===== src/rtl/mlt_pkg.sv =====
// ----------------------------------------------------------------------------
// mlt_pkg
// Shared types, constants and codes of the station address table with aging.
// ----------------------------------------------------------------------------
package mlt_pkg;

   // table geometry and field widths
   localparam int TABLE_DEPTH_DEF = 256;
   localparam int PORT_COUNT      = 64;
   localparam int MAC_W           = 48;
   localparam int PORT_W          = 6;
   localparam int STAMP_W         = 32;
   localparam int COUNT_W         = 9;
   localparam int PORT_CMP_W      = 9;
   localparam int CSR_IDX_W       = 2;
   localparam int CSR_DATA_W      = 32;

   localparam logic [MAC_W-1:0]      MAC_BROADCAST    = '1;
   localparam logic [STAMP_W-1:0]    MIN_LIFETIME_RST = 32'd300;
   localparam logic [COUNT_W-1:0]    COUNT_MAX        = '1;
   localparam logic [PORT_CMP_W-1:0] PORT_LIMIT       = PORT_CMP_W'(PORT_COUNT);

   // register indexes
   localparam logic [CSR_IDX_W-1:0] CSR_MIN_LIFETIME = 2'd0;
   localparam logic [CSR_IDX_W-1:0] CSR_DEFAULT_PORT = 2'd1;
   localparam logic [CSR_IDX_W-1:0] CSR_DEFAULT_SET  = 2'd2;

   typedef enum logic [1:0] {
      OP_LEARN  = 2'd0,
      OP_LOOKUP = 2'd1,
      OP_SWEEP  = 2'd2,
      OP_TICK   = 2'd3
   } opcode_type;

   typedef struct packed {
      opcode_type          opcode;
      logic [MAC_W-1:0]    mac_address;
      logic [PORT_W-1:0]   source_port;
   } req_type;

   typedef struct packed {
      logic [PORT_W-1:0]   out_port;
      logic                port_valid;
      logic                is_broadcast;
      logic                hit;
      logic                dropped_full;
      logic [COUNT_W-1:0]  removed_count;
   } rsp_type;

   typedef struct packed {
      logic [MAC_W-1:0]    mac;
      logic [PORT_W-1:0]   port;
      logic [STAMP_W-1:0]  stamp;
   } entry_type;

   typedef enum logic [2:0] {
      ST_CLEAR,
      ST_IDLE,
      ST_DISPATCH,
      ST_SCAN,
      ST_DRAIN,
      ST_UPDATE
   } ctrl_state_type;

   // controller to datapath
   typedef struct packed {
      logic load;
      logic clear_step;
      logic scan_step;
      logic finish;
   } cmd_type;

   // datapath to controller
   typedef struct packed {
      logic idx_last;
      logic direct;
   } status_type;

endpackage


===== src/rtl/mlt_ctrl.sv =====
// ----------------------------------------------------------------------------
// mlt_ctrl
// Sequencer: clearing pass, dispatch, table scan, drain and final update.
// ----------------------------------------------------------------------------
module mlt_ctrl
   import mlt_pkg::*;
(
   input  logic       clock,
   input  logic       reset,
   input  logic       start,
   output logic       busy,
   input  status_type status,
   output cmd_type    cmd
);

   ctrl_state_type state_ff;
   ctrl_state_type state_in;

   always_ff @(posedge clock) begin
      if (reset) begin
         state_ff <= ST_CLEAR;
      end else begin
         state_ff <= state_in;
      end
   end

   always_comb begin
      state_in = state_ff;
      unique case (state_ff)
         ST_CLEAR: begin
            if (status.idx_last) state_in = ST_IDLE;
         end
         ST_IDLE: begin
            if (start) state_in = ST_DISPATCH;
         end
         ST_DISPATCH: begin
            state_in = status.direct ? ST_UPDATE : ST_SCAN;
         end
         ST_SCAN: begin
            if (status.idx_last) state_in = ST_DRAIN;
         end
         ST_DRAIN: begin
            state_in = ST_UPDATE;
         end
         ST_UPDATE: begin
            state_in = ST_IDLE;
         end
         default: begin
            state_in = ST_CLEAR;
         end
      endcase
   end

   always_comb begin
      cmd  = '0;
      busy = 1'b1;
      unique case (state_ff)
         ST_CLEAR: begin
            cmd.clear_step = 1'b1;
         end
         ST_IDLE: begin
            busy     = 1'b0;
            cmd.load = start;
         end
         ST_SCAN: begin
            cmd.scan_step = 1'b1;
         end
         ST_UPDATE: begin
            cmd.finish = 1'b1;
         end
         default: begin
            cmd = '0;
         end
      endcase
   end

`ifndef SYNTHESIS
   // the final update always hands control back to idle
   a_update_to_idle: assert property (@(posedge clock) disable iff (reset)
      (state_ff == ST_UPDATE) |=> (state_ff == ST_IDLE))
      else $error("controller did not return to idle after update");

   // last scan read is always followed by the drain cycle
   a_scan_to_drain: assert property (@(posedge clock) disable iff (reset)
      (state_ff == ST_SCAN && status.idx_last) |=> (state_ff == ST_DRAIN))
      else $error("scan end not followed by drain");

   a_cmd_onehot: assert property (@(posedge clock) disable iff (reset)
      $onehot0({cmd.load, cmd.clear_step, cmd.scan_step, cmd.finish}))
      else $error("more than one datapath command at once");
`endif

endmodule


===== config.mk =====
export PLATFORM = sky130hd
export DESIGN_NAME = mlt_ctrl
export DESIGN_NICKNAME = d
export VERILOG_FILES = /design/src/rtl/mlt_pkg.sv /design/src/rtl/mlt_ctrl.sv
export SDC_FILE = /design/constraint.sdc
export NUM_CORES = 1
export LEC_CHECK = 0
export ABC_CLOCK_PERIOD_IN_PS = 1300
export BUFFER_PORTS_ARGS = -buffer_cell sky130_fd_sc_hd__buf_2
export CAP_MARGIN = 20
export CORE_AREA = 5 5 42 44
export CTS_CLUSTER_SIZE = 28
export DETAILED_ROUTE_END_ITERATION = 12
export DIE_AREA = 0 0 47 49
export PLACE_DENSITY_LB_ADDON = 0.05
export RECOVER_POWER = 25
export SLEW_MARGIN = 25
export SYNTH_ARGS = -nofsm -noshare
export SYNTH_HDL_FRONTEND = slang
export SYNTH_SLANG_ARGS = --single-unit

===== constraint.sdc =====
create_clock -name clock -period 1.3 [get_ports clock]
set_clock_uncertainty 0.15 [all_clocks]
set_input_delay 0.13 -clock clock [delete_from_list [all_inputs] [get_ports clock]]
set_output_delay 0.13 -clock clock [all_outputs]
set_load 0.05 [all_outputs]

## Yosys cells after proc, flatten, opt, wreduce, memory -nomap -nowiden

Cells that the tools add are included.

| storage, ports and cells | value |
|---|---|
| bits in registers | 3 |
| input port bits | 5 |
| output and inout port bits | 5 |
| word-level logic and storage cells | 21 |

| cells by class | value |
|---|---|
| eq/ne operators | 8 |
| multiplexer cells | 10 |
| reduce and logical (&&, ||, !) cells | 2 |

Operators by type and width:

| cell | count |
|---|---|
| $pmux W3 S6 | 1 |
| $mux W3 | 4 |
| $eq A3 B2 Y1 const B | 2 |
| $eq A3 B3 Y1 const B | 2 |
| $ne A2 B2 Y1 const B | 3 |
| $mux W1 | 5 |
| $eq A3 B1 Y1 const B | 1 |
| $logic_not A3 Y1 | 1 |
| $reduce_and A3 Y1 | 1 |

## Longest topological paths before layout

| depth | value |
|---|---|
| word-level depth | 3 |
| depth in mapped cells | 4 |
| depth with buffers taken out | 3 |

## Worst setup path before layout

OpenSTA, ideal clock, no wires.

| path | value |
|---|---|
| kind | reg2out |
| start | register state_ff[0] |
| end | output cmd[2] (netlist name) |
| arrival | 1,534 ps |
| required time | 1,020 ps |
| slack | -514 ps |
| stages on the path, launching flop included | 3 |
| path buffers | 1 |
| path through | dfxtp_1 -> buf_4 -> nor3_1 |

RTL lines:

| what | RTL line | RTL |
|---|---|---|
| start: declaration | mlt_ctrl.sv:16 | `ctrl_state_type state_ff;` |
| start signal: assignment | mlt_ctrl.sv:23 | `state_ff <= state_in;` |
| end: declaration | mlt_ctrl.sv:13 | `output cmd_type cmd` |

## Final worst setup path

| path | value |
|---|---|
| start | register state_ff[2] |
| end | output busy |

| between the ends | value |
|---|---|
| word-level cells in the longest chain between the ends | 2 |

RTL lines:

| what | RTL line | RTL |
|---|---|---|
| $eq A3 B1 Y1 | mlt_ctrl.sv:57 | `unique case (state_ff)` |
| $mux W1 | mlt_ctrl.sv:57 |  |
| end: declaration | mlt_ctrl.sv:11 | `output logic busy,` |

No other way between the ends.

==> flow_summary.json <==
{
  "detail_route.iter0.violations": 1,
  "post-place-ws_ns": 0.0138,
  "cts_root_buf": "clkbuf_4",
  "cts_tree": "yes",
  "initial_core_util_pct": 16.7,
  "largest_reg_flops": 3,
  "die_height_um": 49,
  "comb_power_share_pct": 47.2,
  "count_of_unique_library_cells_instantiated_by_yosys": 20,
  "ir_worst_vdd_mv": 0.353,
  "synthesis.area_um2": 234,
  "cts_buffer_depth": 2,
  "clock_insertion_delay_worst_skew_ns": 0.24,
  "pin_count_of_the_biggest_net_entering_global_routing": 7,
  "failing_checks": "setup timing",
  "mappedNetlistNets": 33,
  "number_of_iterations_in_the_first_detailed_routing_pass": 2,
  "route.detailed.drc": 0,
  "gp_congestion": 0.734,
  "cap_violations": 0,
  "grt_pass1_vias": 317,
  "p_leak_nw": 0.184,
  "syn_area_per_cell_um2": 8.36,
  "p_switching_mw": 0.219,
  "hold_viol_final": 0,
  "power.switching_fraction_pct": 38.7,
  "cp-start-kind": "register",
  "cp_data_required_time_ns": 1.02,
  "path_category_of_the_worst_min_delay_check": "input port to register",
  "ys_warn_count": 0,
  "final-setup-viol-count": 2,
  "timing.slew.headroom_pct": 78.2,
  "min-delay-start": "start",
  "grt_overflow_total": 0,
  "yosysTopAreaCell": "dfxtp_1",
  "syn_inst": 28,
  "syn2layout_area_growth_pct": 83.4,
  "drv_slew": 0,
  "placed_cells_incl_taps": 54,
  "layout_min_cycle_time_ns": 1.41,
  "finalCoreUtilization_pct": 30.6,
  "nNetsFinal": 51,
  "yosysSeqAreaShare_pct": 25.7,
  "grt_first_pass_wirelength_um": 1310,
  "vias": 262,
  "synth-async-reset-ratio_pct": 0,
  "timing.setup.critical_path_class": "register to output pin",
  "clkTransAtPathRegs_ns": 0.04,
  "synth_top_area_share_pct": 25.7,
  "p_total_mw": 0.566,
  "arrival_time_of_data_at_the_critical_path_endpoint_ns": 1.13,
  "rr_startpoint": "state_ff[1]$_SDFFE_PP0P_",
  "synth_edf_count": 0,
  "cp-startpoint": "state_ff[2]$_SDFFE_PP0P_",
  "drt_wl_total_um": 748,
  "crit_path_max_fanout": 6,
  "placement_rows": 14,
  "layout_setup_ws_ns": -0.113,
  "p_seq_share_pct": 22.2,
  "placeableCoreArea_mm2": 0.00140,
  "stdcell_count": 61,
  "grt_antenna_before_repair": 0,
  "top_level_ports": 10,
  "detail-route-antenna-nets": 0,
  "cts_made_buffers": 3,
  "detail_route.vias_per_cell": 4.30,
  "port-buffer-count": 9,
  "cts.htree.levels": 1,
  "ys_seq_elements": 3,
  "tightest_slew_ns": 0.326,
  "grt_use_total_pct": 8.37,
  "layout_cells_sized_above_1_pct": 64.4,
  "cts_num_sinks": 3,
  "power_report.internal_total_mw": 0.347,
  "grt_setup_unrepaired": "yes",
  "synthFlopType": "dfxtp_1",
  "route.detailed.wl_per_inst_um": 12.3,
  "synth.top_cells.by_area": "dfxtp_1 (26%), a2111oi_2 (6.4%), and4bb_2 (5.3%)",
  "antenna_cells": 0,
  "largest-register": "state_ff",
  "power_frac_clock_pct": 30.6,
  "chipWidth_um": 47,
  "synth.cells.most_frequent": "dfxtp_1 (3), nor2_1 (3)",
  "reg_top3": "state_ff (3)",
  "timing.final.crit_share_pct": 109,
  "cp-end-kind": "output pin",
  "power_density_over_the_cells_mw_per_mm2": 1320,
  "run_status": "finished with violations",
  "design.die.area_mm2": 0.00230,
  "max_freq_mhz": 708,
  "post-dp-hpwl_um": 531
}
## placed cells by master, fill, tap and decap left out, drive strengths merged
cell,n
dfxtp,3
nor3,1
mux2,1
o31ai,1
clkbuf,4
buf,15
dlygate4sd3,1
inv,2
nand3b,1
and4bb,1
nand2,2
a21oi,3
nor2b,2
a2111oi,1
and3b,1
mux2i,1
nor2,3
or3b,1
o21ai,1
## cell families after synthesis
group	after synthesis	share of synthesized area, %
simple gates	12	32.1
compound gates	6	19.8
buf+inv	5	13.4
flops	3	25.7
mux	2	9.09
## through the flow
stage / hold slack (ns) / cell area, µm² / TNS (ns)
4_1_cts: 0.110 / 409 / -0.154
5_1_grt: 0.128 / 429 / -0.344
3_3_place_gp: 0.210 / 313 / -0.00824
2_1_floorplan: 0.0491 / 241 / -0.102
6_report: 0.0999 / 429 / -0.151
3_5_place_dp: 0.205 / 313 / 0
## routing by layer
layer  wire [µm]  global-route usage (%)
met1         278                    8.75
met2         393                    11.8
met3          57                    5.54
met4          19                    5.53
met5           0                       0
## worst max-delay path, stage by stage, from the launching register on
cell	delay, ns
dfxtp_4	0.35
or3b_1	0.38
buf_6	0.16
## layout make-up
cell class	count	area, µm²
Clock buffer	4	26.3
Tap cell	16	20.0
Fill cell	159	972
Sequential cell	3	71.3
Multi-Input combinational cell	20	161
Inverter	2	7.51
Timing Repair Buffer	16	143
## power groups by stage
stage	Sequential [mW]	Clock [mW]	Combinational, mW
after floorplan	0.111	0	0.170
after global placement	0.129	0	0.204
after detailed placement	0.130	0	0.199
after CTS	0.126	0.180	0.250
after global routing	0.129	0.189	0.283
final	0.126	0.173	0.267
## repair_timing
action	in CTS	in global routing
setup endpoints to repair	5	6
setup buffers	2	0
hold buffers	1	0
gates resized for setup	16	8
pin swaps	2	2
gates cloned	0	0
endpoints found under the hold margin	3	0
## final timing paths
| check | to | depth (start not counted) | slack [ns] |
|---|---|---|---|
| min | state_ff[0]$_SDFFE_PP0P_ | 4 | 0.1 |
| max | busy | 2 | -0.11 |
| min reg2reg | state_ff[1]$_SDFFE_PP0P_ | 2 | 0.42 |
| max reg2reg | state_ff[1]$_SDFFE_PP0P_ | 3 | 0.01 |
(Power assumes the default switching activity.)
